File: src/hdl/sui_pkg.sv
// ----------------------------------------------------------------------------
// sui_pkg: shared types and constants for the interval union table
// Widths, table depth, action and status codes, the entry record and the
// per-cell control group.
// ----------------------------------------------------------------------------
package sui_pkg;

  localparam int DEPTH       = 16;
  localparam int HEIGHT_BITS = 32;
  localparam int TAG_BITS    = 16;
  localparam int IDX_W       = $clog2(DEPTH);
  localparam int CNT_W       = $clog2(DEPTH + 1);

  // input word action codes
  typedef logic [1:0] action_t;
  localparam action_t ACT_CLEAR  = 2'd0;
  localparam action_t ACT_INSERT = 2'd1;
  localparam action_t ACT_DUMP   = 2'd2;

  // result word status codes
  typedef enum logic [1:0] {
    ST_OK       = 2'd0,
    ST_INVERTED = 2'd1,
    ST_FULL     = 2'd2
  } status_t;

  // one table entry; heights are signed two's complement bit patterns
  typedef struct packed {
    logic [HEIGHT_BITS-1:0] bottom;
    logic [HEIGHT_BITS-1:0] top;
    logic [TAG_BITS-1:0]    ftag;
    logic [TAG_BITS-1:0]    ctag;
  } entry_t;

  // control for one cell of the chain
  typedef struct packed {
    logic shift;
    logic load;
  } cell_ctl_t;

endpackage

File: src/hdl/sui_cell.sv
// ----------------------------------------------------------------------------
// sui_cell: one storage cell of the interval chain
// Holds one entry, takes its upper neighbor's entry on a shift or a written
// entry on a load, and flags whether a probe height falls inside its entry.
// ----------------------------------------------------------------------------
module sui_cell (
  input  logic                             clk,
  input  sui_pkg::cell_ctl_t               ctl,
  input  sui_pkg::entry_t                  next_in,
  input  sui_pkg::entry_t                  load_in,
  input  logic [sui_pkg::HEIGHT_BITS-1:0]  probe,
  output sui_pkg::entry_t                  q,
  output logic                             hit
);

  sui_pkg::entry_t q_r;

  // load wins over shift; payload needs no reset
  always_ff @(posedge clk) begin
    if (ctl.load) begin
      q_r <= load_in;
    end else if (ctl.shift) begin
      q_r <= next_in;
    end
  end

  assign q   = q_r;
  // signed containment test: bottom <= probe <= top
  assign hit = ($signed(q_r.bottom) <= $signed(probe)) &&
               ($signed(probe) <= $signed(q_r.top));

endmodule

File: src/hdl/sorted_interval_union_table.sv
// ----------------------------------------------------------------------------
// sorted_interval_union_table: sorted, non-overlapping height interval table
// Channel | ports                                         | direction
// in      | in_valid, in_stall, in_action, in_new_*        | word in
// out     | out_valid, out_stall, out_status ... out_last  | word out
// Entries live in a chain of cells that shifts toward cell 0. An insert
// streams all n entries out of cell 0 through one merge register and writes
// the merged words back at the chain tail, then posts the result. Clear and
// rejected inserts post only a status word; a dump sends one entry per cycle
// while the output is not stalled. Reset (rst_n low, synchronous) empties the table.
// A stalled output holds its word; the block takes no new word until the
// current one has finished its pass.
// ----------------------------------------------------------------------------
module sorted_interval_union_table (
  input  logic                              clk,
  input  logic                              rst_n,
  input  logic                              in_valid,
  output logic                              in_stall,
  input  logic [1:0]                        in_action,
  input  logic [sui_pkg::HEIGHT_BITS-1:0]   in_new_bottom,
  input  logic [sui_pkg::HEIGHT_BITS-1:0]   in_new_top,
  input  logic [sui_pkg::TAG_BITS-1:0]      in_new_floor_tag,
  input  logic [sui_pkg::TAG_BITS-1:0]      in_new_ceiling_tag,
  output logic                              out_valid,
  input  logic                              out_stall,
  output logic [1:0]                        out_status,
  output logic [sui_pkg::CNT_W-1:0]         out_entry_count,
  output logic                              out_entry_valid,
  output logic [sui_pkg::HEIGHT_BITS-1:0]   out_bottom,
  output logic [sui_pkg::HEIGHT_BITS-1:0]   out_top,
  output logic [sui_pkg::TAG_BITS-1:0]      out_floor_tag,
  output logic [sui_pkg::TAG_BITS-1:0]      out_ceiling_tag,
  output logic                              out_last
);

  localparam int DEPTH = sui_pkg::DEPTH;
  localparam int CNT_W = sui_pkg::CNT_W;
  localparam int IDX_W = sui_pkg::IDX_W;

  typedef enum logic [1:0] {S_IDLE, S_MERGE, S_DUMP, S_RESP} state_t;

  state_t                state_r;
  logic [CNT_W-1:0]      count_r, tail_r, rem_r, dump_idx_r;
  logic                  newpend_r, pv_r;
  sui_pkg::entry_t       p_r, new_r;
  sui_pkg::status_t      status_r;

  logic                  out_valid_r, out_entry_valid_r, out_last_r;
  sui_pkg::status_t      out_status_r;
  logic [CNT_W-1:0]      out_count_r;
  sui_pkg::entry_t       out_entry_r;

  sui_pkg::entry_t       cell_q [DEPTH];
  sui_pkg::cell_ctl_t    cell_ctl [DEPTH];
  logic [DEPTH-1:0]      hit_v, used_v;

  sui_pkg::entry_t       c0, e, push_data, in_entry;
  logic                  in_fire, out_free, any_hit, post;
  logic                  take_new, pop, push, finishing, joins, grow;
  logic [CNT_W-1:0]      push_pos;

  // cell chain
  for (genvar i = 0; i < DEPTH; i++) begin : g_cell
    sui_pkg::entry_t nxt_entry;
    if (i == DEPTH - 1) begin : g_end
      assign nxt_entry = '0;
    end else begin : g_mid
      assign nxt_entry = cell_q[i+1];
    end
    assign used_v[i]          = CNT_W'(i) < count_r;
    assign cell_ctl[i].shift  = pop;
    assign cell_ctl[i].load   = push && (push_pos[IDX_W-1:0] == IDX_W'(i));

    sui_cell u_cell (
      .clk     (clk),
      .ctl     (cell_ctl[i]),
      .next_in (nxt_entry),
      .load_in (push_data),
      .probe   (in_new_bottom),
      .q       (cell_q[i]),
      .hit     (hit_v[i])
    );
  end

  assign in_stall = (state_r != S_IDLE);
  assign in_fire  = in_valid && !in_stall;
  assign out_free = !out_valid_r || !out_stall;
  // a result word is loaded this cycle
  assign post     = (state_r inside {S_DUMP, S_RESP}) && out_free;
  assign any_hit  = |(hit_v & used_v);
  assign c0       = cell_q[0];
  assign in_entry = '{bottom: in_new_bottom, top: in_new_top,
                      ftag: in_new_floor_tag, ctag: in_new_ceiling_tag};

  // merge stream: pick the next word in bottom order, fold it into p_r
  always_comb begin
    take_new  = newpend_r && ((rem_r == '0) ||
                ($signed(c0.bottom) > $signed(new_r.bottom)));
    e         = take_new ? new_r : c0;
    finishing = !newpend_r && (rem_r == '0);
    joins     = pv_r && ($signed(e.bottom) <= $signed(p_r.top));
    // touching the last entry's top takes the new ceiling unconditionally
    grow      = ($signed(e.top) > $signed(p_r.top)) ||
                (take_new && (rem_r == '0) && (e.bottom == p_r.top));
    pop       = 1'b0;
    push      = 1'b0;
    push_data = p_r;
    push_pos  = tail_r;
    case (state_r)
      S_MERGE: begin
        pop      = !take_new && (rem_r != '0);
        push     = finishing ? pv_r : (pv_r && !joins);
        push_pos = tail_r - CNT_W'(pop);
      end
      S_DUMP: begin
        // rotate: cell 0 goes back to the tail as it is sent out
        pop       = out_free;
        push      = out_free;
        push_data = c0;
        push_pos  = count_r - CNT_W'(1);
      end
      default: ;
    endcase
  end

  // control, merge register and output word
  always_ff @(posedge clk) begin
    if (!rst_n) begin
      state_r     <= S_IDLE;
      count_r     <= '0;
      out_valid_r <= 1'b0;
      newpend_r   <= 1'b0;
      pv_r        <= 1'b0;
    end else begin
      if (post) begin
        out_valid_r <= 1'b1;
      end else if (!out_stall) begin
        out_valid_r <= 1'b0;
      end
      case (state_r)
        S_IDLE: begin
          if (in_fire) begin
            case (in_action)
              sui_pkg::ACT_CLEAR: begin
                count_r  <= '0;
                status_r <= sui_pkg::ST_OK;
                state_r  <= S_RESP;
              end
              sui_pkg::ACT_INSERT: begin
                if ($signed(in_new_top) < $signed(in_new_bottom)) begin
                  status_r <= sui_pkg::ST_INVERTED;
                  state_r  <= S_RESP;
                end else if (count_r == CNT_W'(DEPTH) && !any_hit) begin
                  status_r <= sui_pkg::ST_FULL;
                  state_r  <= S_RESP;
                end else begin
                  status_r  <= sui_pkg::ST_OK;
                  state_r   <= S_MERGE;
                  rem_r     <= count_r;
                  tail_r    <= count_r;
                  newpend_r <= 1'b1;
                  pv_r      <= 1'b0;
                  new_r     <= in_entry;
                end
              end
              sui_pkg::ACT_DUMP: begin
                dump_idx_r <= '0;
                status_r   <= sui_pkg::ST_OK;
                state_r    <= (count_r != '0) ? S_DUMP : S_RESP;
              end
              default: begin
                status_r <= sui_pkg::ST_OK;
                state_r  <= S_RESP;
              end
            endcase
          end
        end
        S_MERGE: begin
          tail_r <= tail_r - CNT_W'(pop) + CNT_W'(push);
          if (finishing) begin
            count_r <= tail_r + CNT_W'(pv_r);
            pv_r    <= 1'b0;
            state_r <= S_RESP;
          end else begin
            if (pop) begin
              rem_r <= rem_r - CNT_W'(1);
            end
            if (take_new) begin
              newpend_r <= 1'b0;
            end
            pv_r <= 1'b1;
            if (!pv_r || !joins) begin
              p_r <= e;
            end else if (grow) begin
              p_r.top  <= e.top;
              p_r.ctag <= e.ctag;
            end
          end
        end
        S_DUMP: begin
          if (out_free) begin
            out_status_r      <= sui_pkg::ST_OK;
            out_count_r       <= count_r;
            out_entry_valid_r <= 1'b1;
            out_entry_r       <= c0;
            out_last_r        <= (dump_idx_r == count_r - CNT_W'(1));
            dump_idx_r        <= dump_idx_r + CNT_W'(1);
            if (dump_idx_r == count_r - CNT_W'(1)) begin
              state_r <= S_IDLE;
            end
          end
        end
        S_RESP: begin
          if (out_free) begin
            out_status_r      <= status_r;
            out_count_r       <= count_r;
            out_entry_valid_r <= 1'b0;
            out_entry_r       <= '0;
            out_last_r        <= 1'b1;
            state_r           <= S_IDLE;
          end
        end
        default: state_r <= S_IDLE;
      endcase
    end
  end

  assign out_valid       = out_valid_r;
  assign out_status      = out_status_r;
  assign out_entry_count = out_count_r;
  assign out_entry_valid = out_entry_valid_r;
  assign out_bottom      = out_entry_r.bottom;
  assign out_top         = out_entry_r.top;
  assign out_floor_tag   = out_entry_r.ftag;
  assign out_ceiling_tag = out_entry_r.ctag;
  assign out_last        = out_last_r;

  // checks
  a_count_bound: assert property (@(posedge clk) disable iff (!rst_n)
    count_r <= CNT_W'(DEPTH)) else $error("entry count above depth");

  a_tail_bound: assert property (@(posedge clk) disable iff (!rst_n)
    state_r == S_MERGE |-> tail_r <= CNT_W'(DEPTH))
    else $error("merge tail past the chain");

  a_multi_is_dump: assert property (@(posedge clk) disable iff (!rst_n)
    out_valid_r && !out_last_r |-> out_entry_valid_r)
    else $error("non-final word outside a dump");

  a_dump_ok: assert property (@(posedge clk) disable iff (!rst_n)
    out_valid_r && out_entry_valid_r |-> out_status_r == sui_pkg::ST_OK)
    else $error("dump word with bad status");

endmodule
File: config.mk
export PLATFORM = sky130hd
export DESIGN_NAME = sorted_interval_union_table
export DESIGN_NICKNAME = d
export VERILOG_FILES = /design/src/hdl/sui_pkg.sv /design/src/hdl/sui_cell.sv /design/src/hdl/sorted_interval_union_table.sv
export SDC_FILE = /design/constraint.sdc
export NUM_CORES = 2
export LEC_CHECK = 0
export BUFFER_PORTS_ARGS = -buffer_cell sky130_fd_sc_hd__clkbuf_2
export CORE_ASPECT_RATIO = 2
export CORE_MARGIN = 5
export CORE_UTILIZATION = 52
export DETAILED_ROUTE_END_ITERATION = 6
export GPL_TIMING_DRIVEN = 0
export PLACE_DENSITY_LB_ADDON = 0.05
export SLEW_MARGIN = 25
export SYNTH_ARGS = -nofsm -noshare
export SYNTH_HDL_FRONTEND = slang
export SYNTH_SLANG_ARGS = --single-unit
File: constraint.sdc
create_clock -name clk -period 14.07 [get_ports clk]
set_input_delay 0.7035 -clock clk [delete_from_list [all_inputs] [get_ports clk]]
set_output_delay 0.7035 -clock clk [all_outputs]
set_load 0.005 [all_outputs]
==> summary.md <==
| Metric | Value |
|---|---|
| Worst setup SP type | `register` |
| Die H | `649 um` |
| Synth cell count leaders | `sky130_fd_sc_hd__edfxtp_1, sky130_fd_sc_hd__mux2_2, sky130_fd_sc_hd__ha_1` |
| Count of maximum capacitance violations | `0` |
| Dpl cells | `between 10000 and 15000` |
| CTS root buf | `sky130_fd_sc_hd__clkbuf_16` |
| Count of mapped cells out of synthesis | `7946` |
| Level count of the clock H-tree | `4` |
| Hold depth | `1` |
| # DRC | `0` |
| Setup WS pre-CTS | `4.43 ns` |
| Post-synth design cell area | `106000 sq um` |
| Fraction of synthesized cell area taken by the top area cell type | `0.524` |
| Number of detailed-routing iterations run before antenna repair | `6` |
| DR WL/cell | `29.2 um` |
| Endpoints failing setup | `0` |
| Final non-filler cell total | `between 10000 and 15000` |
| Result of the run | `finished clean` |
| Avg Cell Area, Syn | `approximately 13 sq um` |
| Multi-input gate area in the final layout | `46400 sq um` |
| Area growth from synthesis to layout | `11.2%` |
| Final hold violations | `0` |
| Die footprint | `~210000 sq um` |
| Share of the cycle needed by the critical path after routing | `0.695` |
| Largest net degree at the start of global routing | `between 40 and 50` |
| Clock Sinks | `roughly 1900` |
| Number of global-route vias before repair | `72900` |
| Initial Utilization | `0.522` |
| Worst min-delay path startpoint | `in_new_floor_tag[3]` |
| Clock slew at the register clock pins of the worst setup and hold paths | `roughly 0.06 ns` |
| Total of warnings raised by yosys | `0` |
| Cells traversed along the worst timing path | `ha_1 -> nand4_1 -> nor4_2 -> nand4_1 -> o211a_1 -> o31ai_2 -> buf_2 -> clkbuf_1 -> o21ai_0 -> ha_1 -> nand4_1 -> nor2_1 -> nand3_1 -> o21ai_1 -> nand3_2 -> a21oi_4 -> nand4_2 -> buf_2 -> buf_4 -> nand2_4 -> buf_12` |
| Biggest fanout along the worst timing path | `35` |
| Most frequent cell after synthesis | `sky130_fd_sc_hd__edfxtp_1` |
| Count of flip-flops with a built-in enable after synthesis | `roughly 1900` |
| Worst r2r src | `g_cell[0].u_cell.q[95]` |
| Antenna viol nets, final | `0` |
| Critical-path top delay cell | `sky130_fd_sc_hd__nor4_2` |
| Nets in the synthesized netlist | `just over 9000` |
| Number of buffers created by CTS | `around 180` |
| Critical Setup Path Class | `reg -> reg` |
| Final-stage net count | `just under 10000` |
| Filler cell count in the final layout | `17000` |
| Flip-flop and latch area | `55800 sq um` |
| IO Count | `209` |
| Sum of routed wire length over all layers | `329000 um` |
| CTS tree | `built` |
| Fin worst setup slack | `4.30 ns` |
| Reg-to-reg critical path endpoint | `g_cell[1].u_cell.q[30]` |
| Worst reg-to-reg setup slack | `approximately 4.3 ns` |
| Global-route wire length before repair | `467000 um` |
| Sequential share of the synthesized area | `0.525` |
| FF-to-FF path depth | `21` |
| Proportion of layout cells with a drive suffix above 1 | `0.265` |
| Required time of the critical path | `14.58 ns` |
| Global route total overflow | `0` |
| Max stage delay on crit path | `0.90 ns` |
| Number of antenna violations at the first check in global routing | `38` |
| Largest area contributor in the netlist | `sky130_fd_sc_hd__edfxtp_1` |
| Worst slew margin relative to its limit | `0.205` |
| Path type of the worst min-delay path | `in -> reg` |
| Number of pins with negative max-slew slack in the final report | `0` |
| Number of buffers inserted by port buffering | `208` |
| Fin Setup TNS | `0 ns` |
| Horiz. Die Dim | `around 330 um` |
| Total half-perimeter wirelength after legalization and detailed placement | `263000 um` |
| Leak Pwr | `about 46 nW` |
| Distinct cell type count of the synthesized netlist | `87` |
| Number of synthesized register bits | `approximately 1900` |
| Aggregate global-route resource usage | `0.303` |
| Async set-reset flop share out of synthesis | `0` |
| Peak supply drop | `0.000185 V` |
| Crit path arrival time | `~10 ns` |
| Capture endpoint of the worst hold path | `new_r[19]` |
| Transition time at the pin with the least slew margin | `1.18 ns` |
| Pwr/cell area | `174 nW/um^2` |
| Dominant cells by area after synthesis | `sky130_fd_sc_hd__edfxtp_1, sky130_fd_sc_hd__mux2_2, sky130_fd_sc_hd__ha_1` |
| Number of rows created at floorplan | `234` |
| Worst hold slack | `between 0.06 and 0.07 ns` |
| CP endpoint kind | `register` |
| Clock network latency to the later pin of the worst-skew pair | `0.86 ns` |
| Final Critical Period | `9.77 ns` |
| Via count | `68400` |
| Clock tree buffer depth | `4` |
| Setup Skew | `0.0336 ns` |
| Main synth FF type | `sky130_fd_sc_hd__edfxtp_1` |
| Unrepaired setup endpoints after global routing | `no` |
| DRC violation total after the first TritonRoute iteration | `~4400` |
| Number of gates resized after CTS | `0` |
| Maximum clock rate | `a little over 0.1 GHz` |
| Routability cong. | `0.963` |
| CORE AREA | `203000 sq um` |
| Average via count per standard cell | `6.07` |
| Critical Path Most Common Cell | `sky130_fd_sc_hd__nand4_1` |
[cell families after synthesis]
family / count (synthesis) / share of synthesized area
DFF: 1860 / 0.525
muxes: 1583 / 0.168
and+or+nand+nor: 1239 / 0.0627
adders and majority gates: 1175 / 0.139
AOI/OAI and AO/OA: 1087 / 0.0637
buffers and inverters: 982 / 0.0400
xor gates and xnor gates: 20 / 0.00165
[per-layer routing]
| layer | vias up | wire length (um) | part of all wire | GRT usage |
|---|---|---|---|---|
| met5 | - | 94 | 0.00029 | 0 |
| met4 | 14 | 42600 | 0.13 | 0.302 |
| met3 | 1043 | 13800 | 0.042 | 0.0381 |
| met2 | 1981 | 170000 | 0.52 | 0.551 |
| met1 | 34100 | 102000 | 0.31 | 0.282 |
| li1 | 31300 | - | - | - |
[power breakdown]
group | internal, mW | total [mW] | switching (mW)
Combinational | 2.37 | 6.64 | 4.27
Sequential | 8.23 | 8.85 | 0.615
Clock | 2.79 | 4.99 | 2.19
[through the flow]
| stage | util | cell area, sq um | power [mW] |
|---|---|---|---|
| 2_1_floorplan | - | 106000 | 13.0 |
| 3_3_place_gp | 0.544 | 111000 | 15.4 |
| 3_5_place_dp | 0.551 | 112000 | 15.6 |
| 4_1_cts | 0.581 | 118000 | 20.6 |
| 5_1_grt | 0.581 | 118000 | 21.5 |
| 6_report | 0.581 | 118000 | 20.5 |
[worst max-delay path: cells and delay by family (launching register included)]
family	cells	cell delay [ns]
AO/OA/AOI/OAI	5	1.57
adder cells (fa/ha/maj)	2	1.10
buffers and inverters	5	2.31
flip-flops	1	0.57
AND/OR/NAND/NOR	9	3.74
[sequential cells by signal, indices dropped and copies added (netlist names), 2 cells and up]
register and count:
p_r 96, rem_r 5, out_ceiling_tag 16, g_cell.u_cell.q 1536
out_status 2, out_top 32, state_r 2, new_r 96
dump_idx_r 5, out_entry_count 5, out_bottom 32, status_r 2
count_r 5, tail_r 5, out_floor_tag 16
[worst max path at each step]
stage	slack, ns	start	end	cells after the start
6_report	4.30	g_cell[0].u_cell.q[95]	g_cell[1].u_cell.q[30]	21
4_1_cts	4.42	g_cell[0].u_cell.q[95]	g_cell[15].u_cell.q[31]	26
3_3_place_gp	0.54	g_cell[0].u_cell.q[95]	p_r[50]	18
3_5_place_dp	4.43	g_cell[0].u_cell.q[95]	g_cell[15].u_cell.q[22]	26
2_1_floorplan	6.23	g_cell[0].u_cell.q[65]	g_cell[15].u_cell.q[0]	27
5_1_grt	4.28	g_cell[0].u_cell.q[65]	g_cell[3].u_cell.q[31]	24
[layout make-up]
cell class,instances,share of cell area
inverter,665,0.0212
sequential,1860,0.473
clock inverter,95,0.00802
buffer,317,0.0149
timing repair buffer,282,0.0197
multi-input combinational,5104,0.394
tap,2714,0.0288
clock buffer,225,0.0411
antenna,8,0.000170
[cell usage in the layout (no fill, tap or decap), types with 12 or more instances in the layout]
| cell | n |
|---|---|
| sky130_fd_sc_hd__a21oi_1 | 457 |
| sky130_fd_sc_hd__nor4_2 | 20 |
| sky130_fd_sc_hd__clkinv_2 | 33 |
| sky130_fd_sc_hd__a221oi_1 | 17 |
| sky130_fd_sc_hd__o21ai_0 | 206 |
| sky130_fd_sc_hd__o21a_1 | 15 |
| sky130_fd_sc_hd__a31oi_1 | 18 |
| sky130_fd_sc_hd__nand2_4 | 16 |
| sky130_fd_sc_hd__a21o_1 | 136 |
| sky130_fd_sc_hd__bufinv_16 | 19 |
| sky130_fd_sc_hd__a221o_1 | 19 |
| sky130_fd_sc_hd__clkinv_1 | 32 |
| sky130_fd_sc_hd__nand3_1 | 111 |
| sky130_fd_sc_hd__inv_1 | 662 |
| sky130_fd_sc_hd__or4_1 | 23 |
| sky130_fd_sc_hd__nor4_1 | 23 |
| sky130_fd_sc_hd__mux2_1 | 75 |
| sky130_fd_sc_hd__nor2_1 | 150 |
| sky130_fd_sc_hd__nand2b_1 | 13 |
| sky130_fd_sc_hd__xnor2_1 | 13 |
| sky130_fd_sc_hd__buf_4 | 60 |
| sky130_fd_sc_hd__clkbuf_1 | 174 |
| sky130_fd_sc_hd__edfxtp_1 | 1850 |
| sky130_fd_sc_hd__clkbuf_2 | 213 |
| sky130_fd_sc_hd__and4_1 | 19 |
| sky130_fd_sc_hd__buf_6 | 34 |
| sky130_fd_sc_hd__mux2_2 | 1496 |
| sky130_fd_sc_hd__dlygate4sd3_1 | 24 |
| sky130_fd_sc_hd__nor2b_1 | 207 |
| sky130_fd_sc_hd__a211oi_1 | 24 |
| sky130_fd_sc_hd__buf_2 | 76 |
| sky130_fd_sc_hd__clkbuf_16 | 187 |
| sky130_fd_sc_hd__buf_12 | 35 |
| sky130_fd_sc_hd__ha_1 | 1174 |
| sky130_fd_sc_hd__nand2_1 | 299 |
| sky130_fd_sc_hd__a2111oi_0 | 12 |
| sky130_fd_sc_hd__o211ai_1 | 49 |
| sky130_fd_sc_hd__nand4_1 | 247 |
| sky130_fd_sc_hd__nor3_1 | 48 |
[timing repair]
| item | 4_1_cts | 5_1_grt |
|---|---|---|
| buffers inserted | 0 | 0 |
| endpoints found under the hold margin | 24 | 0 |
| hold buffers | 24 | 0 |
Power figures use the tool's default switching activity.
